### src/hdl/tmss_pkg.sv
package tmss_pkg;

    // Register map of the configuration port, one 32-bit word per register.
    localparam int unsigned ADDR_W = 5;

    typedef enum logic [2:0] {
        REG_DRIVE_GAIN_ONE     = 3'd0,
        REG_DRIVE_GAIN_TWO     = 3'd1,
        REG_SPRING_GAIN        = 3'd2,
        REG_TORQUE_GAIN_ONE    = 3'd3,
        REG_TORQUE_GAIN_TWO    = 3'd4,
        REG_VELOCITY_SCALE_ONE = 3'd5,
        REG_VELOCITY_SCALE_TWO = 3'd6,
        REG_TIME_STEP          = 3'd7
    } t_reg_idx;

    // Signed Q16.16 value.
    typedef logic signed [31:0] t_q;

    localparam t_q          GAIN_RESET = 32'sd65536;
    localparam logic [30:0] STEP_RESET = 31'd655;

    // Configuration as seen by the datapath.
    typedef struct packed {
        t_q          drive_gain_one;
        t_q          drive_gain_two;
        t_q          spring_gain;
        t_q          torque_gain_one;
        t_q          torque_gain_two;
        t_q          velocity_scale_one;
        t_q          velocity_scale_two;
        logic [30:0] time_step;
    } t_cfg;

    // Operations that go through the shared multiplier pipeline.
    typedef enum logic [3:0] {
        OP_NONE,
        OP_D1,
        OP_D2,
        OP_COUP,
        OP_OLD1,
        OP_OLD2,
        OP_TQ1,
        OP_TQ2,
        OP_V1,
        OP_V2,
        OP_NEW1,
        OP_NEW2,
        OP_P1,
        OP_P2
    } t_op;

    // Commands from the controller to the datapath.
    typedef struct packed {
        logic load_in;
        logic load_out;
        t_op  op;
    } t_cmd;

    // Status from the datapath to the controller.
    typedef struct packed {
        logic out_free;
    } t_status;

    localparam logic signed [65:0] SAT_HI = 66'sd2147483647;
    localparam logic signed [65:0] SAT_LO = -66'sd2147483648;

    // Saturate a wide signed value to the 32-bit signed range.
    function automatic t_q sat32(input logic signed [65:0] v);
        t_q r;
        if (v > SAT_HI) begin
            r = 32'sh7FFF_FFFF;
        end else if (v < SAT_LO) begin
            r = 32'sh8000_0000;
        end else begin
            r = v[31:0];
        end
        return r;
    endfunction

endpackage

### src/hdl/tmss_regs.sv
module tmss_regs (
    input  logic                           i_clk,
    input  logic                           i_rst_n,
    input  logic                           psel,
    input  logic                           penable,
    input  logic                           pwrite,
    input  logic [tmss_pkg::ADDR_W-1:0]    paddr,
    input  logic [31:0]                    pwdata,
    output logic [31:0]                    prdata,
    output logic                           pready,
    output tmss_pkg::t_cfg                 o_cfg
);

    tmss_pkg::t_cfg     r_cfg;
    tmss_pkg::t_reg_idx idx;
    logic               wr;

    assign idx    = tmss_pkg::t_reg_idx'(paddr[tmss_pkg::ADDR_W-1:2]);
    assign wr     = psel && penable && pwrite;
    assign pready = 1'b1;
    assign o_cfg  = r_cfg;

    // Register writes; bits above a register's width are dropped.
    always_ff @(posedge i_clk) begin
        if (!i_rst_n) begin
            r_cfg.drive_gain_one     <= tmss_pkg::GAIN_RESET;
            r_cfg.drive_gain_two     <= tmss_pkg::GAIN_RESET;
            r_cfg.spring_gain        <= tmss_pkg::GAIN_RESET;
            r_cfg.torque_gain_one    <= tmss_pkg::GAIN_RESET;
            r_cfg.torque_gain_two    <= tmss_pkg::GAIN_RESET;
            r_cfg.velocity_scale_one <= tmss_pkg::GAIN_RESET;
            r_cfg.velocity_scale_two <= tmss_pkg::GAIN_RESET;
            r_cfg.time_step          <= tmss_pkg::STEP_RESET;
        end else if (wr) begin
            case (idx)
                tmss_pkg::REG_DRIVE_GAIN_ONE:     r_cfg.drive_gain_one     <= pwdata;
                tmss_pkg::REG_DRIVE_GAIN_TWO:     r_cfg.drive_gain_two     <= pwdata;
                tmss_pkg::REG_SPRING_GAIN:        r_cfg.spring_gain        <= pwdata;
                tmss_pkg::REG_TORQUE_GAIN_ONE:    r_cfg.torque_gain_one    <= pwdata;
                tmss_pkg::REG_TORQUE_GAIN_TWO:    r_cfg.torque_gain_two    <= pwdata;
                tmss_pkg::REG_VELOCITY_SCALE_ONE: r_cfg.velocity_scale_one <= pwdata;
                tmss_pkg::REG_VELOCITY_SCALE_TWO: r_cfg.velocity_scale_two <= pwdata;
                tmss_pkg::REG_TIME_STEP:          r_cfg.time_step          <= pwdata[30:0];
                default: ;
            endcase
        end
    end

    // Read back.
    always_comb begin
        case (idx)
            tmss_pkg::REG_DRIVE_GAIN_ONE:     prdata = r_cfg.drive_gain_one;
            tmss_pkg::REG_DRIVE_GAIN_TWO:     prdata = r_cfg.drive_gain_two;
            tmss_pkg::REG_SPRING_GAIN:        prdata = r_cfg.spring_gain;
            tmss_pkg::REG_TORQUE_GAIN_ONE:    prdata = r_cfg.torque_gain_one;
            tmss_pkg::REG_TORQUE_GAIN_TWO:    prdata = r_cfg.torque_gain_two;
            tmss_pkg::REG_VELOCITY_SCALE_ONE: prdata = r_cfg.velocity_scale_one;
            tmss_pkg::REG_VELOCITY_SCALE_TWO: prdata = r_cfg.velocity_scale_two;
            tmss_pkg::REG_TIME_STEP:          prdata = {1'b0, r_cfg.time_step};
            default:                          prdata = 32'd0;
        endcase
    end

endmodule

### config.mk
export PLATFORM = sky130hd
export DESIGN_NAME = tmss_regs
export DESIGN_NICKNAME = d
export VERILOG_FILES = /design/src/hdl/tmss_pkg.sv /design/src/hdl/tmss_regs.sv
export SDC_FILE = /design/constraint.sdc
export NUM_CORES = 1
export LEC_CHECK = 0
export ABC_AREA = 1
export BUFFER_PORTS_ARGS = -buffer_cell sky130_fd_sc_hd__buf_2
export CORE_MARGIN = 10
export CORE_UTILIZATION = 40
export DETAILED_ROUTE_END_ITERATION = 12
export GPL_TIMING_DRIVEN = 0
export PLACE_DENSITY = 0.63
export RECOVER_POWER = 25
export SYNTH_ARGS = -nofsm -noshare
export SYNTH_HDL_FRONTEND = slang
export SYNTH_SLANG_ARGS = --single-unit
### constraint.sdc
create_clock -name i_clk -period 1.7 [get_ports i_clk]
set_input_delay 0.17 -clock i_clk [delete_from_list [all_inputs] [get_ports i_clk]]
set_output_delay 0.17 -clock i_clk [all_outputs]
set_load 0.03 [all_outputs]
==> metrics.yaml <==
floorplan:
  rows: 61
  fp.dieW_um: 189
  core_area_um2: 28000
  start_util_pct: 40.9
  dieArea_um2: 35800
  ios: 330
  dieHeight_um: 189
place:
  gp_congestion: 0.956
  place_ws_ps: -447
  port_buffers: 292
  post_dp_cell_area_um2: 13400
  dp_hpwl_um: 42800
job:
  cap_violations: 0
min_path:
  hold_path.class: "in2reg"
  worstHoldStart: "pwdata[4]"
  holdPathEnd: "o_cfg[195]"
  min_path_cells: 3
grt:
  antenna_found_initial: 1
  grt_usage_pct: 29.6
  grt_max_degree: 14
  overflow: 0
  grt_first_pass_wirelength_um: 81400
  grt_pass1_vias: 12800
sta:
  setup_viol: 3
  worstMarginPinSlew_ps: 737
  fmax_ghz: 0.573
  min_period_over_period_pct: 103
  slew_violations: 0
  rsz0062_at_grt: "true"
  hold_violations: 0
  setup_ws_ps: -44.9
  clock_skew_ps: 0
  min_period_ps: 1740
  relSlewSlack_pct: 50.9
setup_path:
  crit_arrival_ps: 1570
  reg2reg_depth: 3
  cp-end-kind: "output pin"
  worstReg2RegStart: "o_cfg[174]"
  cp.required_ps: 1530
  startpoint: "o_cfg[174]"
  cp_slowest_cell: "dfxtp_4"
  path_max_fanout: 2
  cp_slowest_stage_delay_ps: 360
  cp-start-kind: "register"
  critPathKind: "reg2out"
  crit_path_cell_trace: "nand4_1, nand2_2, nor2_4, nand3_2, buf_6"
  r2r_slack_ps: 890
  rr_endpoint: "o_cfg[174]"
clock_tree:
  clock_latency_ps: 540
  cts_made_buffers: 29
  clockBufferDepth: 3
  cts_tree: "yes"
  clock_sinks: 255
  cts.clk_slew.worst_paths_ps: 60
  htree_levels: 1
  root_buffer: "clkbuf_16"
logic_synthesis:
  ys_warn_count: 0
  ys_seq_elements: 255
  ys_types: 21
  synthCells: 1698
  syn-cell-area_um2: 11500
  ys_seq_area_share_pct: 44.5
  synth_fp_nets: 1740
  synth.avg_cell_area_um2: 6.75
drt:
  dr.pass1.iters: 6
  drtAntennaViolNets: 0
  viasPerCell: 5.56
  drc: 0
  post_drt_wl_per_cell_um: 23.0
  routed_wl_um: 55900
  num_vias: 13500
  drtIter0Drc: 1444
pwr:
  p_per_area_nw_per_um2: 907
  p_leak_nw: 7.61
  ir_worst_vdd_uv: 642
finish:
  fillers: 2891
  nets: 2074
  final_cell_mix: "nor2_1, buf_2, dfxtp_1, o21ai_0, nand2_1"
  drive_above_1_share_pct: 26.8
  final_common_cell: "nor2_1"
  largest_reg_flops: 255
  design_area_um2: 15000
  area.growth.synth_to_final_pct: 31.2
  final_util_pct: 53.7
outcome:
  violations: "negative setup slack"
  status: "finished, violations left"
-- how the worst max path moves through the flow --
stage	endpoint	slack [ps]
floorplan	prdata[11]	310
finish	prdata[15]	-40
detailed placement	prdata[25]	-450
global route	prdata[16]	-40
CTS	prdata[15]	-40
global placement	prdata[25]	-420
-- logic make-up (layout without fill, tap and decap cells) --
kind of cell    Yosys count  in the layout  share of synthesized area, %
compound gates          243            243                          10.6
buf+inv                 213            569                          8.29
other cells               1              2                        0.0327
simple gates            986            986                          36.5
flops                   255            255                          44.5
-- per-stage QoR --
stage / std cells / TNS [ps] / hold WS [ps] / total power [mW]
floorplan: 1698 / 0 / 305 / 6.95
global placement: 2368 / -8120 / 467 / 7.43
detailed placement: 2368 / -8240 / 482 / 7.43
CTS: 2424 / -70.2 / 86.9 / 13.6
global route: 2433 / -237 / 105 / 14.0
finish: 2433 / -58.4 / 97.3 / 13.6
-- what timing repair did --
item,CTS,global route
hold buffers,1,0
buffers inserted,2,8
endpoints found under the setup margin,32,32
endpoints found under the hold margin,6,0
pin swaps,20,36
gates resized for setup,151,88
-- power breakdown --
part	switching [mW]	internal, mW
Clock	2.62	3.61
Sequential	0.0727	6.05
Combinational	0.975	0.304
Total	3.67	9.97
-- synthesized netlist by cell type, drive strengths merged --
cell type,instances,share of area [%]
nand2,186,6.1
nand4,129,7.0
o211ai,1,0.066
clkbuf,71,2.4
inv,46,1.5
nor2,590,20
nand3,81,3.7
buf,96,4.4
dfxtp,255,45
o21ai,242,11
conb,1,0.033
-- routing by layer --
layer	share of wire, %	global-route usage, %	vias up
li1	-	-	6192
met1	40	37.4	6439
met2	45	47.6	764
met3	11	7.50	124
met4	4.2	11.4	0
met5	0	0	-
-- final cells by class --
cell class / instances / area (µm²) / share of cell area [%]
multi-input combinational: 1230 / 5730 / 38.1
sequential: 255 / 5140 / 34.2
timing repair buffer: 303 / 1720 / 11.4
buffer: 167 / 860 / 5.72
clock buffer: 41 / 851 / 5.66
tap: 378 / 473 / 3.15
inverter: 46 / 173 / 1.15
clock inverter: 12 / 85.1 / 0.566
antenna: 1 / 2.50 / 0.0166
-- critical path, delay by kind of cell (launching register included) --
family,cells,cell delay (ps)
buffers and inverters,1,150
DFF,1,360
and+or+nand+nor,4,520
Power figures use the tool's default switching activity.
