[config.mk]
export PLATFORM = sky130hd
export DESIGN_NAME = tmss_dp
export DESIGN_NICKNAME = d
export VERILOG_FILES = /design/src/hdl/tmss_pkg.sv /design/src/hdl/tmss_dp.sv
export SDC_FILE = /design/constraint.sdc
export NUM_CORES = 2
export LEC_CHECK = 0
export BUFFER_PORTS_ARGS = -buffer_cell sky130_fd_sc_hd__clkbuf_2
export CORE_UTILIZATION = 60
export CTS_CLUSTER_SIZE = 12
export DETAILED_ROUTE_END_ITERATION = 10
export PLACE_DENSITY = 0.75
export SKIP_LAST_GASP = 1
export SLEW_MARGIN = 20
export SYNTH_ARGS = -nofsm -noshare
export SYNTH_HDL_FRONTEND = slang
export SYNTH_SLANG_ARGS = --single-unit
export TNS_END_PERCENT = 50
[constraint.sdc]
create_clock -name i_clk -period 9.3 [get_ports i_clk]
set_input_delay 0.93 -clock i_clk [delete_from_list [all_inputs] [get_ports i_clk]]
set_output_delay 0.93 -clock i_clk [all_outputs]
set_load 0.1 [all_outputs]
[src/hdl/tmss_pkg.sv]
package tmss_pkg;

    // Register map of the configuration port, one 32-bit word per register.
    localparam int unsigned ADDR_W = 5;

    typedef enum logic [2:0] {
        REG_DRIVE_GAIN_ONE     = 3'd0,
        REG_DRIVE_GAIN_TWO     = 3'd1,
        REG_SPRING_GAIN        = 3'd2,
        REG_TORQUE_GAIN_ONE    = 3'd3,
        REG_TORQUE_GAIN_TWO    = 3'd4,
        REG_VELOCITY_SCALE_ONE = 3'd5,
        REG_VELOCITY_SCALE_TWO = 3'd6,
        REG_TIME_STEP          = 3'd7
    } t_reg_idx;

    // Signed Q16.16 value.
    typedef logic signed [31:0] t_q;

    localparam t_q          GAIN_RESET = 32'sd65536;
    localparam logic [30:0] STEP_RESET = 31'd655;

    // Configuration as seen by the datapath.
    typedef struct packed {
        t_q          drive_gain_one;
        t_q          drive_gain_two;
        t_q          spring_gain;
        t_q          torque_gain_one;
        t_q          torque_gain_two;
        t_q          velocity_scale_one;
        t_q          velocity_scale_two;
        logic [30:0] time_step;
    } t_cfg;

    // Operations that go through the shared multiplier pipeline.
    typedef enum logic [3:0] {
        OP_NONE,
        OP_D1,
        OP_D2,
        OP_COUP,
        OP_OLD1,
        OP_OLD2,
        OP_TQ1,
        OP_TQ2,
        OP_V1,
        OP_V2,
        OP_NEW1,
        OP_NEW2,
        OP_P1,
        OP_P2
    } t_op;

    // Commands from the controller to the datapath.
    typedef struct packed {
        logic load_in;
        logic load_out;
        t_op  op;
    } t_cmd;

    // Status from the datapath to the controller.
    typedef struct packed {
        logic out_free;
    } t_status;

    localparam logic signed [65:0] SAT_HI = 66'sd2147483647;
    localparam logic signed [65:0] SAT_LO = -66'sd2147483648;

    // Saturate a wide signed value to the 32-bit signed range.
    function automatic t_q sat32(input logic signed [65:0] v);
        t_q r;
        if (v > SAT_HI) begin
            r = 32'sh7FFF_FFFF;
        end else if (v < SAT_LO) begin
            r = 32'sh8000_0000;
        end else begin
            r = v[31:0];
        end
        return r;
    endfunction

endpackage

[src/hdl/tmss_dp.sv]
module tmss_dp (
    input  logic               i_clk,
    input  logic               i_rst_n,
    input  tmss_pkg::t_cfg     i_cfg,
    input  tmss_pkg::t_cmd     i_cmd,
    output tmss_pkg::t_status  o_status,
    input  logic signed [31:0] i_drive_one,
    input  logic signed [31:0] i_drive_two,
    output logic signed [31:0] o_angle_one,
    output logic signed [31:0] o_angle_two,
    output logic               o_out_valid,
    input  logic               i_out_ready
);

    // Model state and intermediate results.
    tmss_pkg::t_q r_v1, r_v2, r_p1, r_p2, r_pt1, r_pt2;
    tmss_pkg::t_q r_drive1, r_drive2;
    tmss_pkg::t_q r_d1, r_d2, r_coup, r_tq1, r_tq2;
    tmss_pkg::t_q r_old1, r_old2, r_new1, r_new2;

    // Multiplier pipeline.
    logic signed [32:0] r_opa, n_opa;
    logic signed [31:0] r_opb, n_opb;
    logic signed [64:0] r_prod;
    tmss_pkg::t_op      r_op_s1, r_op_s2;

    // Output register.
    logic               r_out_valid;
    tmss_pkg::t_q       r_angle_one, r_angle_two;

    // Write-back stage signals.
    logic               is_trap;
    logic signed [65:0] rnd;
    logic signed [65:0] q;
    tmss_pkg::t_q       acc;
    tmss_pkg::t_q       res;
    logic signed [32:0] step33;

    assign step33 = {2'b00, i_cfg.time_step};

    // Operand stage: sums and differences in front of the multiplier.
    always_comb begin
        n_opa = '0;
        n_opb = '0;
        case (i_cmd.op)
            tmss_pkg::OP_D1: begin
                n_opa = 33'(r_drive1);
                n_opb = i_cfg.drive_gain_one;
            end
            tmss_pkg::OP_D2: begin
                n_opa = 33'(r_drive2);
                n_opb = i_cfg.drive_gain_two;
            end
            tmss_pkg::OP_COUP: begin
                n_opa = 33'(tmss_pkg::sat32(66'(r_p1) + 66'(r_p2)));
                n_opb = i_cfg.spring_gain;
            end
            tmss_pkg::OP_OLD1, tmss_pkg::OP_NEW1: begin
                n_opa = 33'(r_v1);
                n_opb = i_cfg.velocity_scale_one;
            end
            tmss_pkg::OP_OLD2, tmss_pkg::OP_NEW2: begin
                n_opa = 33'(r_v2);
                n_opb = i_cfg.velocity_scale_two;
            end
            tmss_pkg::OP_TQ1: begin
                n_opa = 33'(tmss_pkg::sat32(66'(r_d1) - 66'(r_v1) - 66'(r_coup)));
                n_opb = i_cfg.torque_gain_one;
            end
            tmss_pkg::OP_TQ2: begin
                n_opa = 33'(tmss_pkg::sat32(66'(r_d2) - 66'(r_v2) + 66'(r_coup)));
                n_opb = i_cfg.torque_gain_two;
            end
            tmss_pkg::OP_V1: begin
                n_opa = 33'(r_pt1) + 33'(r_tq1);
                n_opb = step33[31:0];
            end
            tmss_pkg::OP_V2: begin
                n_opa = 33'(r_pt2) + 33'(r_tq2);
                n_opb = step33[31:0];
            end
            tmss_pkg::OP_P1: begin
                n_opa = 33'(r_old1) + 33'(r_new1);
                n_opb = step33[31:0];
            end
            tmss_pkg::OP_P2: begin
                n_opa = 33'(r_old2) + 33'(r_new2);
                n_opb = step33[31:0];
            end
            default: ;
        endcase
    end

    // Operation tags move along with the operands.
    always_ff @(posedge i_clk) begin
        if (!i_rst_n) begin
            r_op_s1 <= tmss_pkg::OP_NONE;
            r_op_s2 <= tmss_pkg::OP_NONE;
        end else begin
            r_op_s1 <= i_cmd.op;
            r_op_s2 <= r_op_s1;
        end
    end

    // Operand and product registers.
    always_ff @(posedge i_clk) begin
        r_opa  <= n_opa;
        r_opb  <= n_opb;
        r_prod <= r_opa * r_opb;
    end

    // Write-back: round half up, shift by 16 for a product or by 17 for a
    // trapezoid step, then saturate, adding the integrator value first.
    always_comb begin
        is_trap = (r_op_s2 == tmss_pkg::OP_V1) || (r_op_s2 == tmss_pkg::OP_V2) ||
                  (r_op_s2 == tmss_pkg::OP_P1) || (r_op_s2 == tmss_pkg::OP_P2);
        rnd = 66'(r_prod) + (is_trap ? 66'sd65536 : 66'sd32768);
        q   = is_trap ? (rnd >>> 17) : (rnd >>> 16);
        case (r_op_s2)
            tmss_pkg::OP_V1: acc = r_v1;
            tmss_pkg::OP_V2: acc = r_v2;
            tmss_pkg::OP_P1: acc = r_p1;
            tmss_pkg::OP_P2: acc = r_p2;
            default:         acc = '0;
        endcase
        res = is_trap ? tmss_pkg::sat32(q + 66'(acc)) : tmss_pkg::sat32(q);
    end

    // Model state, cleared at reset.
    always_ff @(posedge i_clk) begin
        if (!i_rst_n) begin
            r_v1  <= '0;
            r_v2  <= '0;
            r_p1  <= '0;
            r_p2  <= '0;
            r_pt1 <= '0;
            r_pt2 <= '0;
        end else begin
            case (r_op_s2)
                tmss_pkg::OP_V1: begin
                    r_v1  <= res;
                    r_pt1 <= r_tq1;
                end
                tmss_pkg::OP_V2: begin
                    r_v2  <= res;
                    r_pt2 <= r_tq2;
                end
                tmss_pkg::OP_P1: r_p1 <= res;
                tmss_pkg::OP_P2: r_p2 <= res;
                default: ;
            endcase
        end
    end

    // Intermediate results and the captured input item.
    always_ff @(posedge i_clk) begin
        if (i_cmd.load_in) begin
            r_drive1 <= i_drive_one;
            r_drive2 <= i_drive_two;
        end
        case (r_op_s2)
            tmss_pkg::OP_D1:   r_d1   <= res;
            tmss_pkg::OP_D2:   r_d2   <= res;
            tmss_pkg::OP_COUP: r_coup <= res;
            tmss_pkg::OP_TQ1:  r_tq1  <= res;
            tmss_pkg::OP_TQ2:  r_tq2  <= res;
            tmss_pkg::OP_OLD1: r_old1 <= res;
            tmss_pkg::OP_OLD2: r_old2 <= res;
            tmss_pkg::OP_NEW1: r_new1 <= res;
            tmss_pkg::OP_NEW2: r_new2 <= res;
            default: ;
        endcase
    end

    // Output register: holds a finished item until it is taken.
    always_ff @(posedge i_clk) begin
        if (!i_rst_n) begin
            r_out_valid <= 1'b0;
        end else if (i_cmd.load_out) begin
            r_out_valid <= 1'b1;
        end else if (i_out_ready) begin
            r_out_valid <= 1'b0;
        end
    end

    always_ff @(posedge i_clk) begin
        if (i_cmd.load_out) begin
            r_angle_one <= r_p1;
            r_angle_two <= r_p2;
        end
    end

    assign o_status.out_free = !r_out_valid || i_out_ready;
    assign o_out_valid       = r_out_valid;
    assign o_angle_one       = r_angle_one;
    assign o_angle_two       = r_angle_two;

endmodule

==> out/metrics.cfg <==
[placement]
dp_slack_ps=270.2
dp_hpwl_mm=206.9
place_congestion=1.072
portBuffers=393

[floorplan]
boundaryPins=394
dieArea_um2=137500
num_rows=134
start_util_pct=60.83
die_y_um=370.8
fp.coreArea_um2=134100
die_w_um=370.8

[yosys]
synth_enable_flop_cells=416
synth_warnings=0
synth_largest_area_cell=fa_1
synth_seq_cells=732
synth_nets=10800
synthArstFlopShare_pct=0
synth_ff_type=edfxtp_1
synth.most_common_cell=nand2_1
avgSynthCellArea_um2=9.241
yosys-top-cells-area=fa_1, edfxtp_1, dfxtp_1
yosysTopAreaCellShare_pct=29.00
synth.distinct_cells=95
yosysSeqAreaShare_pct=23.06
netlist_area_um2=81590
synthTopCellsByCount=nand2_1, inv_1, fa_1
netlist_instances=8829

[sta]
max_freq_mhz=111.2
setup_tns_ps=0
drv_slew=0
finalCriticalPeriod_ps=8989
relSlewSlack_pct=21.45
max_slew.worst_pin.slew_ps=1149
setup_ws_ps=310.6
setup_viol=0
rsz0062_at_grt=false
fin_skew_ps=56.73
hold_ws_ps=380.9
timing_hold_violations_final=0
post-route-period-util_pct=96.66

[global_route]
grt_pass1_vias=67590
grtUsageTotal_pct=37.90
antenna_found_initial=14
busiest_layer=met2
grtUsageMet3_pct=6.581
grt_max_degree=96
grt_pass1_wl_mm=394.7
gr-total-overflow=0
grt_use_met1_pct=48.68
grt.met2_usage_pct=61.05

[critical_path]
critPathMaxStageDelay_ps=760
critical_path_required_ps=9930
cp_slowest_cell=dfxtp_1
crit_type=reg2reg
timing.reg2reg.setup_slack_ps=310
end_kind=flop
start_kind=flop
cp.arrival_ps=9620
cp_max_fo=14
crit_path_frequent_cell=fa_1

[detailed_routing]
num_vias=67200
drc=4
totalWireLength_mm=257.6
drtAntennaViolNets=0
drt_iter0_drc=6844
routed_via_density=6.188
firstDrtPassIters=11
wl_per_cell_um=23.73

[finish]
fin_nets=10980
largest_reg_flops=50
regMostFlops=r_prod
largestRegisters=r_prod (50), r_opa (33)
drive_gt1_share_pct=9.278
area_growth_pct=8.281

[clocking]
clk_pin_slew_ps=60
clock-root-buffer=clkbuf_16
clock_latency_ps=720
cts.sinks=732
cts_buffers=86
htreeDepth=3
postCtsSetupBuffers=0
clock_path_buffers=3
tritoncts=done

[flow_run]
drv_cap=0

[min_path]
hold_class=in2reg

[run_status]
outcome=finished with violations
violations=design-rule violations

## layout make-up
| cell class | instances | area [µm²] |
|---|---|---|
| Antenna cell | 5 | 12.51 |
| Clock buffer | 126 | 2530 |
| Clock inverter | 36 | 372.9 |
| Fill cell | 10780 | 45780 |
| Inverter | 1384 | 5195 |
| Multi-Input combinational cell | 6242 | 55900 |
| Sequential cell | 732 | 18820 |
| Tap cell | 1768 | 2212 |
| Timing Repair Buffer | 566 | 3306 |
## critical path, delay by kind of cell, from the launching register on
| family | cells | cell delay (ps) |
|---|---|---|
| xor gates and xnor gates | 1 | 140 |
| AOI/OAI and AO/OA | 6 | 1700 |
| buffers and inverters | 8 | 920 |
| and+or+nand+nor | 5 | 930 |
| adders and majority gates | 9 | 4430 |
| DFF | 1 | 760 |
## cells in the final DEF (no fill, tap or decap), types with 102 or more instances in the layout
master	synthesis	layout
buf_4	4	171
nand2_1	1396	1395
fa_1	1182	1182
o21ai_0	357	357
a21o_1	165	165
dfxtp_1	316	313
nand3_1	102	102
inv_1	1384	1383
and2_1	274	273
ha_1	462	462
clkbuf_2	1	391
a31oi_1	183	182
nor2_1	237	228
xor2_1	120	120
a21oi_1	387	387
xnor2_1	198	198
nand4_1	118	118
edfxtp_1	416	416
## logic make-up after synthesis
| group | synth area share [%] |
|---|---|
| AO/OA/AOI/OAI | 14.84 |
| XOR/XNOR | 3.414 |
| adder cells (fa/ha/maj) | 36.09 |
| buffers and inverters | 8.646 |
| flip-flops | 23.06 |
| multiplexers | 0.3282 |
| AND/OR/NAND/NOR | 13.62 |
## repair_timing
item / 4_1_cts / 5_1_grt
hold endpoints to repair: 0 / 0
setup endpoints to repair: 0 / 3
gates resized for setup: 0 / 4
hold buffers: 0 / 0
## routing by layer
layer,up-vias,share of wire [%],wire [µm]
met2,3529,46,119100
met3,763,8.8,22730
met5,-,0.017,43
li1,29590,-,-
met4,6,6.6,17080
met1,33310,38,98650
## path summary, 6_finish.rpt
kind                                       from           end  cells after the start
worst min-delay path            i_drive_two[31]  r_drive2[31]                      1
worst min register to register       r_op_s1[0]    r_op_s2[0]                      1
worst max register to register        r_opa[12]    r_prod[64]                     29
worst max-delay path                  r_opa[12]    r_prod[64]                     29
## metrics by stage
step | std cells | utilization [%] | cell area (µm²)
after floorplan | 8829 | - | 81590
after global placement | 10690 | 63.67 | 85400
after detailed placement | 10690 | 63.67 | 85400
after CTS | 10850 | 65.83 | 88300
after global routing | 10860 | 65.86 | 88340
final | 10860 | 65.87 | 88350
Power is left out: the tool's default activity adds up to more than one toggle a clock period on the data nets, which glitch-free logic cannot reach.
