--- src/hdl/tmss_pkg.sv ---
package tmss_pkg;

    // Register map of the configuration port, one 32-bit word per register.
    localparam int unsigned ADDR_W = 5;

    typedef enum logic [2:0] {
        REG_DRIVE_GAIN_ONE     = 3'd0,
        REG_DRIVE_GAIN_TWO     = 3'd1,
        REG_SPRING_GAIN        = 3'd2,
        REG_TORQUE_GAIN_ONE    = 3'd3,
        REG_TORQUE_GAIN_TWO    = 3'd4,
        REG_VELOCITY_SCALE_ONE = 3'd5,
        REG_VELOCITY_SCALE_TWO = 3'd6,
        REG_TIME_STEP          = 3'd7
    } t_reg_idx;

    // Signed Q16.16 value.
    typedef logic signed [31:0] t_q;

    localparam t_q          GAIN_RESET = 32'sd65536;
    localparam logic [30:0] STEP_RESET = 31'd655;

    // Configuration as seen by the datapath.
    typedef struct packed {
        t_q          drive_gain_one;
        t_q          drive_gain_two;
        t_q          spring_gain;
        t_q          torque_gain_one;
        t_q          torque_gain_two;
        t_q          velocity_scale_one;
        t_q          velocity_scale_two;
        logic [30:0] time_step;
    } t_cfg;

    // Operations that go through the shared multiplier pipeline.
    typedef enum logic [3:0] {
        OP_NONE,
        OP_D1,
        OP_D2,
        OP_COUP,
        OP_OLD1,
        OP_OLD2,
        OP_TQ1,
        OP_TQ2,
        OP_V1,
        OP_V2,
        OP_NEW1,
        OP_NEW2,
        OP_P1,
        OP_P2
    } t_op;

    // Commands from the controller to the datapath.
    typedef struct packed {
        logic load_in;
        logic load_out;
        t_op  op;
    } t_cmd;

    // Status from the datapath to the controller.
    typedef struct packed {
        logic out_free;
    } t_status;

    localparam logic signed [65:0] SAT_HI = 66'sd2147483647;
    localparam logic signed [65:0] SAT_LO = -66'sd2147483648;

    // Saturate a wide signed value to the 32-bit signed range.
    function automatic t_q sat32(input logic signed [65:0] v);
        t_q r;
        if (v > SAT_HI) begin
            r = 32'sh7FFF_FFFF;
        end else if (v < SAT_LO) begin
            r = 32'sh8000_0000;
        end else begin
            r = v[31:0];
        end
        return r;
    endfunction

endpackage

--- src/hdl/tmss_ctrl.sv ---
module tmss_ctrl (
    input  logic              i_clk,
    input  logic              i_rst_n,
    input  logic              i_in_valid,
    output logic              o_in_ready,
    input  tmss_pkg::t_status i_status,
    output tmss_pkg::t_cmd    o_cmd
);

    typedef enum logic [2:0] {
        ST_IDLE = 3'b001,
        ST_RUN  = 3'b010,
        ST_DONE = 3'b100
    } t_state;

    // Slot of the final write-back of a step, after the last issue.
    localparam logic [4:0] LAST_SLOT = 5'd17;

    t_state     r_state, n_state;
    logic [4:0] r_cnt, n_cnt;

    // Issue schedule. A result is usable only once it has passed the operand and
    // product registers and been written back, so the dependent operations are spaced out and the gaps are idle slots.
    function automatic tmss_pkg::t_op slot_op(input logic [4:0] slot);
        tmss_pkg::t_op op;
        case (slot)
            5'd0:    op = tmss_pkg::OP_D1;
            5'd1:    op = tmss_pkg::OP_D2;
            5'd2:    op = tmss_pkg::OP_COUP;
            5'd3:    op = tmss_pkg::OP_OLD1;
            5'd4:    op = tmss_pkg::OP_OLD2;
            5'd5:    op = tmss_pkg::OP_TQ1;
            5'd6:    op = tmss_pkg::OP_TQ2;
            5'd8:    op = tmss_pkg::OP_V1;
            5'd9:    op = tmss_pkg::OP_V2;
            5'd11:   op = tmss_pkg::OP_NEW1;
            5'd12:   op = tmss_pkg::OP_NEW2;
            5'd14:   op = tmss_pkg::OP_P1;
            5'd15:   op = tmss_pkg::OP_P2;
            default: op = tmss_pkg::OP_NONE;
        endcase
        return op;
    endfunction

    // Next state and commands.
    always_comb begin
        n_state        = r_state;
        n_cnt          = r_cnt;
        o_in_ready     = 1'b0;
        o_cmd.load_in  = 1'b0;
        o_cmd.load_out = 1'b0;
        o_cmd.op       = tmss_pkg::OP_NONE;
        case (r_state)
            ST_IDLE: begin
                o_in_ready = 1'b1;
                if (i_in_valid) begin
                    o_cmd.load_in = 1'b1;
                    n_cnt         = 5'd0;
                    n_state       = ST_RUN;
                end
            end
            ST_RUN: begin
                o_cmd.op = slot_op(r_cnt);
                n_cnt    = r_cnt + 5'd1;
                if (r_cnt == LAST_SLOT) begin
                    n_state = ST_DONE;
                end
            end
            ST_DONE: begin
                if (i_status.out_free) begin
                    o_cmd.load_out = 1'b1;
                    n_state        = ST_IDLE;
                end
            end
            default: begin
                n_state = ST_IDLE;
            end
        endcase
    end

    always_ff @(posedge i_clk) begin
        if (!i_rst_n) begin
            r_state <= ST_IDLE;
            r_cnt   <= 5'd0;
        end else begin
            r_state <= n_state;
            r_cnt   <= n_cnt;
        end
    end

endmodule

--- config.mk ---
export PLATFORM = sky130hd
export DESIGN_NAME = tmss_ctrl
export DESIGN_NICKNAME = d
export VERILOG_FILES = /design/src/hdl/tmss_pkg.sv /design/src/hdl/tmss_ctrl.sv
export SDC_FILE = /design/constraint.sdc
export NUM_CORES = 1
export LEC_CHECK = 0
export BUFFER_PORTS_ARGS = -buffer_cell sky130_fd_sc_hd__buf_2
export CAP_MARGIN = 20
export CORE_UTILIZATION = 55
export CTS_CLUSTER_SIZE = 30
export DETAILED_ROUTE_END_ITERATION = 8
export PLACE_DENSITY = 0.88
export SLEW_MARGIN = 25
export SYNTH_ARGS = -nofsm -noshare
export SYNTH_HDL_FRONTEND = slang
export SYNTH_SLANG_ARGS = --single-unit
--- constraint.sdc ---
create_clock -name i_clk -period 6.4 [get_ports i_clk]
set_input_delay 1.28 -clock i_clk [delete_from_list [all_inputs] [get_ports i_clk]]
set_output_delay 1.28 -clock i_clk [all_outputs]
set_load 0.005 [all_outputs]
==> load_flow_metrics.sql, run 1 <==
INSERT INTO impl_metrics (metric_group, metric, value, unit) VALUES
('run_status', 'outcome', 'complete, no violations', ''),
('setup_path', 'crit_chain', 'buf_2 > nand4bb_1 > inv_2 > buf_2', ''),
('routing', 'drt-wirelength-per-cell', '13.6', 'um'),
('sta', 'hold_violations', '0', ''),
('finish', 'post_route_cells_drive_above_1_share', '17.0', '%'),
('cts', 'cts.hold.buffers_added', '0', ''),
('pwr', 'total_leakage_power', '0.401', 'nW'),
('global_routing', 'wire_length_of_the_first_global_routing_pass', '2700', 'um'),
('pwr', 'ir_worst_vdd', '0.000122', 'V'),
('setup_path', 'regToRegStartpoint', 'r_state[1]$_SDFFE_PN0P_', ''),
('yosys', 'synth.lib_cells_used.distinct', '35', ''),
('setup_path', 'worstSetupEndpoint', 'o_cmd[5]', ''),
('yosys', 'ys_top_cells_by_area', 'sky130_fd_sc_hd__dfxtp_1, sky130_fd_sc_hd__ha_1, sky130_fd_sc_hd__a21oi_1, sky130_fd_sc_hd__nand2_1, sky130_fd_sc_hd__nand4bb_1', ''),
('cts', 'clockRootBuffer', 'sky130_fd_sc_hd__clkbuf_4', ''),
('global_routing', 'grt_use_total', '20.5', '%'),
('cts', 'path_clk_slew', '0.08', 'ns'),
('setup_path', 'crit_path_start', 'i_in_valid', ''),
('finish', 'layout.cells.non_filler', '127', ''),
('setup_path', 'worst-path-max-fanout', '4', ''),
('routing', 'post_drt_via_cell_ratio', '5.80', ''),
('sta', 'timing.hold.ws', '0.581', 'ns'),
('routing', 'postRouteAntennaNets', '0', ''),
('routing', 'via_count', '737', ''),
('floorplan', 'die_area', '1720', 'um2'),
('cts', 'htree_levels', '1', ''),
('sta', 'skew', '0.000662', 'ns'),
('setup_path', 'critical-path-top-cell-by-count', 'sky130_fd_sc_hd__buf_2', ''),
('cts', 'clock_insertion_delay_worst_skew', '0.27', 'ns'),
('yosys', 'synth_largest_type_area_fraction', '28.0', '%'),
('sta', 'finalSetupViolCount', '0', ''),
('sta', 'max-slew-margin-rel', '70.4', '%'),
('setup_path', 'critical_path_end_type', 'primary output', ''),
('placement', 'placedInstanceArea', '896', 'um2'),
('sta', 'finalSetupTns', '0', 'ns'),
('sta', 'max_slew.worst_pin.slew', '0.443', 'ns'),
('floorplan', 'io-pin-count', '11', ''),
('setup_path', 'crit_arrival', '1.81', 'ns'),
('setup_path', 'critPathKind', 'input pin to primary output', ''),
('setup_path', 'r2r.worst_path.cells', '8', ''),
('finish', 'design.final.nets', '125', ''),
('routing', 'drt-pass1-iter-count', '4', ''),
('setup_path', 'worst-endpoint-required', '5.12', 'ns'),
('setup_path', 'cp_slowest_stage_delay', '0.19', 'ns'),
('floorplan', 'initial_utilization', '62.1', '%'),
('yosys', 'postSynthRegisterBits', '12', ''),
('setup_path', 'rrSetupSlack', '3.78', 'ns'),
('pwr', 'p_per_area', '166', 'nW/um2'),
('finish', 'insertedDiodeCount', '0', ''),
('sta', 'final_max_slew_viol_count', '0', ''),
('sta', 'min_period', '3.09', 'ns'),
('routing', 'drtIter0Drc', '13', ''),
('cts', 'cts_tree', 'built', ''),
('yosys', 'syn_inst', '103', ''),
('sta', 'worst_slack', '3.31', 'ns'),
('floorplan', 'coreArea', '1380', 'um2'),
('sta', 'timing.final.crit_share', '48.3', '%'),
('placement', 'detailedPlacementHpwl', '1250', 'um'),
('setup_path', 'timing.critical_path.slowest_stage_cell', 'sky130_fd_sc_hd__nand4bb_1', ''),
('worst_hold_path', 'hold_class', 'flip-flop to flip-flop', ''),
('placement', 'port_buffers', '10', ''),
('cts', 'buffer_levels_on_the_longest_clock_path', '2', ''),
('yosys', 'synth.largest_area_cell', 'sky130_fd_sc_hd__dfxtp_1', ''),
('floorplan', 'die_x', '41.5', 'um'),
('cts', 'clkSinkCount', '12', ''),
('yosys', 'seq_area_frac_synth', '28.0', '%'),
('setup_path', 'setup.worst_path.start_class', 'input pin', ''),
('floorplan', 'vertical_die_dimension', '41.5', 'um'),
('global_routing', 'grt_pass1_vias', '626', ''),
('floorplan', 'placementRows', '13', ''),
('finish', 'syn2layout_area_growth', '8.60', '%'),
('cts', 'cts_post_setup_buffers_inserted', '0', '');
## cell families (layout without fill, tap and decap cells)
family / Yosys count / count (layout) / synth area share (%)
buffers and inverters: 10 / 19 / 5.83
flip-flops: 12 / 12 / 28.0
adder cells (fa/ha/maj): 8 / 8 / 11.7
AND/OR/NAND/NOR: 48 / 48 / 35.1
XOR/XNOR: 2 / 2 / 2.04
AO/OA/AOI/OAI: 20 / 20 / 13.8
multiplexers: 3 / 3 / 3.50
## worst max-delay path: cells and delay by family
| kind | cells | cell delay (ns) |
|---|---|---|
| buf+inv | 3 | 0.35 |
| simple gates | 1 | 0.19 |
## synthesized netlist by cell type
cell / count
sky130_fd_sc_hd__nand2b_1: 3
sky130_fd_sc_hd__nor2_2: 2
sky130_fd_sc_hd__nor3b_1: 4
sky130_fd_sc_hd__buf_6: 1
sky130_fd_sc_hd__o21ai_1: 2
sky130_fd_sc_hd__nand4b_1: 2
sky130_fd_sc_hd__a21oi_1: 11
sky130_fd_sc_hd__o211a_1: 1
sky130_fd_sc_hd__nand4bb_1: 3
sky130_fd_sc_hd__nand3b_1: 1
sky130_fd_sc_hd__ha_1: 8
sky130_fd_sc_hd__buf_4: 1
sky130_fd_sc_hd__o21ai_0: 1
sky130_fd_sc_hd__inv_1: 4
sky130_fd_sc_hd__a211o_1: 1
sky130_fd_sc_hd__mux2i_1: 3
sky130_fd_sc_hd__nand3_1: 2
sky130_fd_sc_hd__buf_2: 1
sky130_fd_sc_hd__nor2_1: 8
sky130_fd_sc_hd__xnor2_1: 2
sky130_fd_sc_hd__and4bb_4: 1
sky130_fd_sc_hd__a21boi_0: 1
sky130_fd_sc_hd__or3b_4: 1
sky130_fd_sc_hd__dfxtp_1: 12
sky130_fd_sc_hd__nand2_1: 9
sky130_fd_sc_hd__clkbuf_1: 2
sky130_fd_sc_hd__or3b_1: 1
sky130_fd_sc_hd__a31oi_1: 1
sky130_fd_sc_hd__inv_2: 1
sky130_fd_sc_hd__a22o_1: 1
sky130_fd_sc_hd__nor4bb_1: 1
sky130_fd_sc_hd__nor2b_1: 5
sky130_fd_sc_hd__nor3_1: 1
sky130_fd_sc_hd__a211oi_1: 1
sky130_fd_sc_hd__and2_1: 4
## metrics by stage
stage	power [mW]	util, %
CTS	0.157	67.4
finish	0.155	67.4
global route	0.163	67.4
detailed placement	0.0959	64.8
global placement	0.0952	64.8
floorplan	0.0913	-
## layout make-up
class / instances / area (um2) / area share [%]
Multi-Input combinational cell: 81 / 568 / 60.9
Sequential cell: 12 / 240 / 25.8
Tap cell: 15 / 18.8 / 2.01
Timing Repair Buffer: 10 / 50.0 / 5.37
Clock buffer: 4 / 36.3 / 3.89
Inverter: 5 / 18.8 / 2.01
## how the worst min path moves through the flow
stage / from / to / slack [ns] / depth (start not counted)
floorplan: r_cnt[4]$_SDFFE_PN0N_ / r_cnt[4]$_SDFFE_PN0N_ / 0.51 / 2
global placement: r_cnt[4]$_SDFFE_PN0N_ / r_cnt[4]$_SDFFE_PN0N_ / 0.53 / 2
detailed placement: r_cnt[4]$_SDFFE_PN0N_ / r_cnt[4]$_SDFFE_PN0N_ / 0.57 / 2
CTS: r_cnt[4]$_SDFFE_PN0N_ / r_cnt[4]$_SDFFE_PN0N_ / 0.59 / 2
global route: r_cnt[4]$_SDFFE_PN0N_ / r_cnt[4]$_SDFFE_PN0N_ / 0.62 / 2
finish: r_cnt[4]$_SDFFE_PN0N_ / r_cnt[4]$_SDFFE_PN0N_ / 0.58 / 2
## report_power, final
group	internal, mW	total (mW)	switching (mW)
logic	0.00671	0.0153	0.00858
registers	0.0760	0.0790	0.00298
clock network	0.0346	0.0604	0.0259
total	0.117	0.155	0.0374
## layer usage
metal	share of wire, %	routed length (um)	track usage [%]	vias up
met4	0.58	10	5.81	0
met3	3.4	59	6.52	2
met1	48	827	25.9	340
met5	0	0	0	-
met2	48	826	33.4	18
li1	-	-	-	377
## cell usage in the layout (no fill, tap or decap)
master,netlist,final
sky130_fd_sc_hd__a211o_1,1,1
sky130_fd_sc_hd__a211oi_1,1,1
sky130_fd_sc_hd__a21boi_0,1,1
sky130_fd_sc_hd__a21oi_1,11,11
sky130_fd_sc_hd__a22o_1,1,1
sky130_fd_sc_hd__a31oi_1,1,1
sky130_fd_sc_hd__and2_1,4,4
sky130_fd_sc_hd__and4bb_4,1,1
sky130_fd_sc_hd__buf_2,1,10
sky130_fd_sc_hd__clkbuf_4,0,3
sky130_fd_sc_hd__clkbuf_8,0,1
sky130_fd_sc_hd__dfxtp_1,12,12
sky130_fd_sc_hd__ha_1,8,8
sky130_fd_sc_hd__inv_1,4,4
sky130_fd_sc_hd__inv_2,1,1
sky130_fd_sc_hd__mux2i_1,3,3
sky130_fd_sc_hd__nand2_1,9,9
sky130_fd_sc_hd__nand2b_1,3,3
sky130_fd_sc_hd__nand3_1,2,2
sky130_fd_sc_hd__nand3b_1,1,1
sky130_fd_sc_hd__nand4b_1,2,2
sky130_fd_sc_hd__nand4bb_1,3,3
sky130_fd_sc_hd__nor2_1,8,8
sky130_fd_sc_hd__nor2_2,2,2
sky130_fd_sc_hd__nor2b_1,5,5
sky130_fd_sc_hd__nor3_1,1,1
sky130_fd_sc_hd__nor3b_1,4,4
sky130_fd_sc_hd__nor4bb_1,1,1
sky130_fd_sc_hd__o211a_1,1,1
sky130_fd_sc_hd__o21ai_0,1,1
sky130_fd_sc_hd__o21ai_1,2,2
sky130_fd_sc_hd__or3b_1,1,1
sky130_fd_sc_hd__or3b_4,1,1
sky130_fd_sc_hd__xnor2_1,2,2
No activity file was read; power rests on OpenSTA's default activity.
==> run 2: changes to the inputs <==
--- a/config.mk
+++ b/config.mk
@@ -7,10 +7,10 @@
 export LEC_CHECK = 0
 export BUFFER_PORTS_ARGS = -buffer_cell sky130_fd_sc_hd__buf_2
 export CAP_MARGIN = 20
-export CORE_UTILIZATION = 55
+export CORE_UTILIZATION = 50
 export CTS_CLUSTER_SIZE = 30
 export DETAILED_ROUTE_END_ITERATION = 8
-export PLACE_DENSITY = 0.88
+export PLACE_DENSITY = 0.85
 export SLEW_MARGIN = 25
 export SYNTH_ARGS = -nofsm -noshare
 export SYNTH_HDL_FRONTEND = slang
==> constraint.sdc (replaced) <==
create_clock -name i_clk -period 2.7 [get_ports i_clk]
set_input_delay 0.54 -clock i_clk [delete_from_list [all_inputs] [get_ports i_clk]]
set_output_delay 0.54 -clock i_clk [all_outputs]
set_load 0.005 [all_outputs]
==> load_flow_metrics.sql, run 2 (synthesis results as in run 1) <==
INSERT INTO impl_metrics (metric_group, metric, value, unit) VALUES
('pwr', 'p_per_area', '355', 'nW/um2'),
('cts', 'post_cts_resize_count', '0', ''),
('finish', 'syn2layout_area_growth', '8.31', '%'),
('floorplan', 'io-pin-count', '11', ''),
('cts', 'clock_insertion_delay_worst_skew', '0.27', 'ns'),
('finish', 'layout.cells.most_common', 'sky130_fd_sc_hd__dfxtp_1', ''),
('sta', 'max_clock_freq', '412', 'MHz'),
('global_routing', 'globalRouteOverflowTotal', '0', ''),
('sta', 'skew', '0.00521', 'ns'),
('setup_path', 'critPathKind', 'flip-flop to flip-flop', ''),
('routing', 'postRouteAntennaNets', '0', ''),
('setup_path', 'timing.critical_path.slowest_stage_cell', 'sky130_fd_sc_hd__dfxtp_1', ''),
('placement', 'place_congestion', '0.856', ''),
('floorplan', 'placementRows', '14', ''),
('cts', 'clockRootBuffer', 'sky130_fd_sc_hd__clkbuf_4', ''),
('routing', 'post-route-drc-count', '2', ''),
('global_routing', 'grt_use_total', '19.8', '%'),
('global_routing', 'antenna_found_initial', '0', ''),
('cts', 'cts_tree', 'built', ''),
('routing', 'drt-wirelength-per-cell', '12.9', 'um'),
('setup_path', 'critical_path_end_type', 'flip-flop', ''),
('run_status', 'outcome', 'finished, violations left', ''),
('finish', 'design.final.nets', '126', ''),
('finish', 'post_route_cells_drive_above_1_share', '17.9', '%'),
('sta', 'grt_setup_unrepaired', 'no', ''),
('cts', 'buffer_levels_on_the_longest_clock_path', '2', ''),
('pwr', 'total_leakage_power', '0.400', 'nW'),
('routing', 'routed_wirelength', '1660', 'um'),
('sta', 'hold_violations', '0', ''),
('run_status', 'failing_checks', 'design-rule violations', ''),
('worst_hold_path', 'hold-path-cell-count', '2', ''),
('floorplan', 'vertical_die_dimension', '43.4', 'um'),
('routing', 'drt-pass1-iter-count', '6', ''),
('sta', 'max_slew.worst_pin.slew', '0.374', 'ns'),
('setup_path', 'critical-path-top-cell-by-count', 'sky130_fd_sc_hd__a21oi_1', ''),
('floorplan', 'initial_utilization', '55.1', '%'),
('placement', 'detailedPlacementHpwl', '1290', 'um'),
('global_routing', 'wire_length_of_the_first_global_routing_pass', '2740', 'um'),
('floorplan', 'coreArea', '1560', 'um2'),
('cts', 'cts.hold.buffers_added', '0', ''),
('sta', 'finalSetupTns', '0', 'ns'),
('placement', 'port_buffers', '10', ''),
('sta', 'timing.final.crit_share', '89.9', '%'),
('setup_path', 'worst-path-max-fanout', '12', ''),
('setup_path', 'rrSetupSlack', '0.27', 'ns'),
('pwr', 'ir_worst_vdd', '0.000191', 'V'),
('setup_path', 'crit_arrival', '2.58', 'ns'),
('cts', 'cts_post_setup_buffers_inserted', '0', ''),
('global_routing', 'grt_start_max_net_pins', '17', ''),
('setup_path', 'r2r.worst_path.cells', '11', ''),
('setup_path', 'worst-endpoint-required', '2.85', 'ns'),
('routing', 'drtIter0Drc', '13', ''),
('sta', 'min_period', '2.43', 'ns'),
('finish', 'most-common-layout-cells', 'sky130_fd_sc_hd__dfxtp_1, sky130_fd_sc_hd__a21oi_1, sky130_fd_sc_hd__buf_2', ''),
('floorplan', 'die_area', '1890', 'um2'),
('setup_path', 'setup.worst_path.start_class', 'flip-flop', ''),
('setup_path', 'cp_slowest_stage_delay', '0.51', 'ns'),
('cts', 'htree_levels', '1', ''),
('floorplan', 'die_x', '43.4', 'um'),
('finish', 'insertedDiodeCount', '0', ''),
('sta', 'final_max_slew_viol_count', '0', ''),
('cts', 'number_of_buffers_created_by_cts', '3', ''),
('run', 'drv_cap', '0', ''),
('cts', 'path_clk_slew', '0.07', 'ns'),
('worst_hold_path', 'hold_class', 'input pin to flip-flop', ''),
('sta', 'max-slew-margin-rel', '75.0', '%'),
('routing', 'via_count', '759', ''),
('finish', 'finalCoreUtilization', '59.6', '%'),
('setup_path', 'crit_chain', 'nand4bb_1 > inv_2 > a21oi_1 > a21oi_1 > nand2b_1 > inv_1 > ha_1 > a21boi_0 > a211o_1 > a21oi_1 > mux2i_1', ''),
('sta', 'finalSetupViolCount', '0', ''),
('routing', 'post_drt_via_cell_ratio', '5.93', ''),
('global_routing', 'grt_pass1_vias', '687', ''),
('cts', 'clkSinkCount', '12', '');
==> run 2: worst paths after layout <==
path                      startpoint                      end
max          r_state[0]$_SDFFE_PN1P_                flip-flop
min                          i_rst_n  r_state[0]$_SDFFE_PN1P_
max reg2reg  r_state[0]$_SDFFE_PN1P_                flip-flop
min reg2reg    r_cnt[4]$_SDFFE_PN0N_    r_cnt[4]$_SDFFE_PN0N_
==> run 2: cell type report <==
type / instances / area [um2]
fill: 151 / 629
multi-input combinational: 81 / 571
sequential: 12 / 240
timing repair buffer: 11 / 57.6
clock buffer: 3 / 22.5
tap: 16 / 20.0
inverter: 5 / 18.8
==> run 2: routing by layer <==
metal  global-route usage, %  share of wire (%)
met1                    21.8                 40
met2                    34.8                 53
met5                       0                  0
met4                    14.4                2.8
met3                    2.50                3.4
==> run 2: where the power goes <==
part | switching (mW) | internal (mW) | total, mW
sequential | 0.00576 | 0.180 | 0.186
combinational | 0.0211 | 0.0174 | 0.0385
clock | 0.0543 | 0.0516 | 0.106
==> run 2: worst max-delay path: cells and delay by family (launching register included) <==
kind	cells	cell delay, ns
buffers and inverters	2	0.25
muxes	1	0.10
and+or+nand+nor	2	0.45
AOI/OAI and AO/OA	5	0.78
adders and majority gates	1	0.22
DFF	1	0.51
==> run 2: stage by stage <==
stage	worst slack, ns	std cells	total power, mW	cell area (um2)	hold slack (ns)
5_1_grt	0.0332	128	0.345	930	0.571
3_3_place_gp	0.276	125	0.227	905	0.553
6_report	0.273	128	0.330	930	0.559
2_1_floorplan	0.485	103	0.217	858	0.507
4_1_cts	0.215	128	0.330	927	0.562
3_5_place_dp	0.157	125	0.228	905	0.556
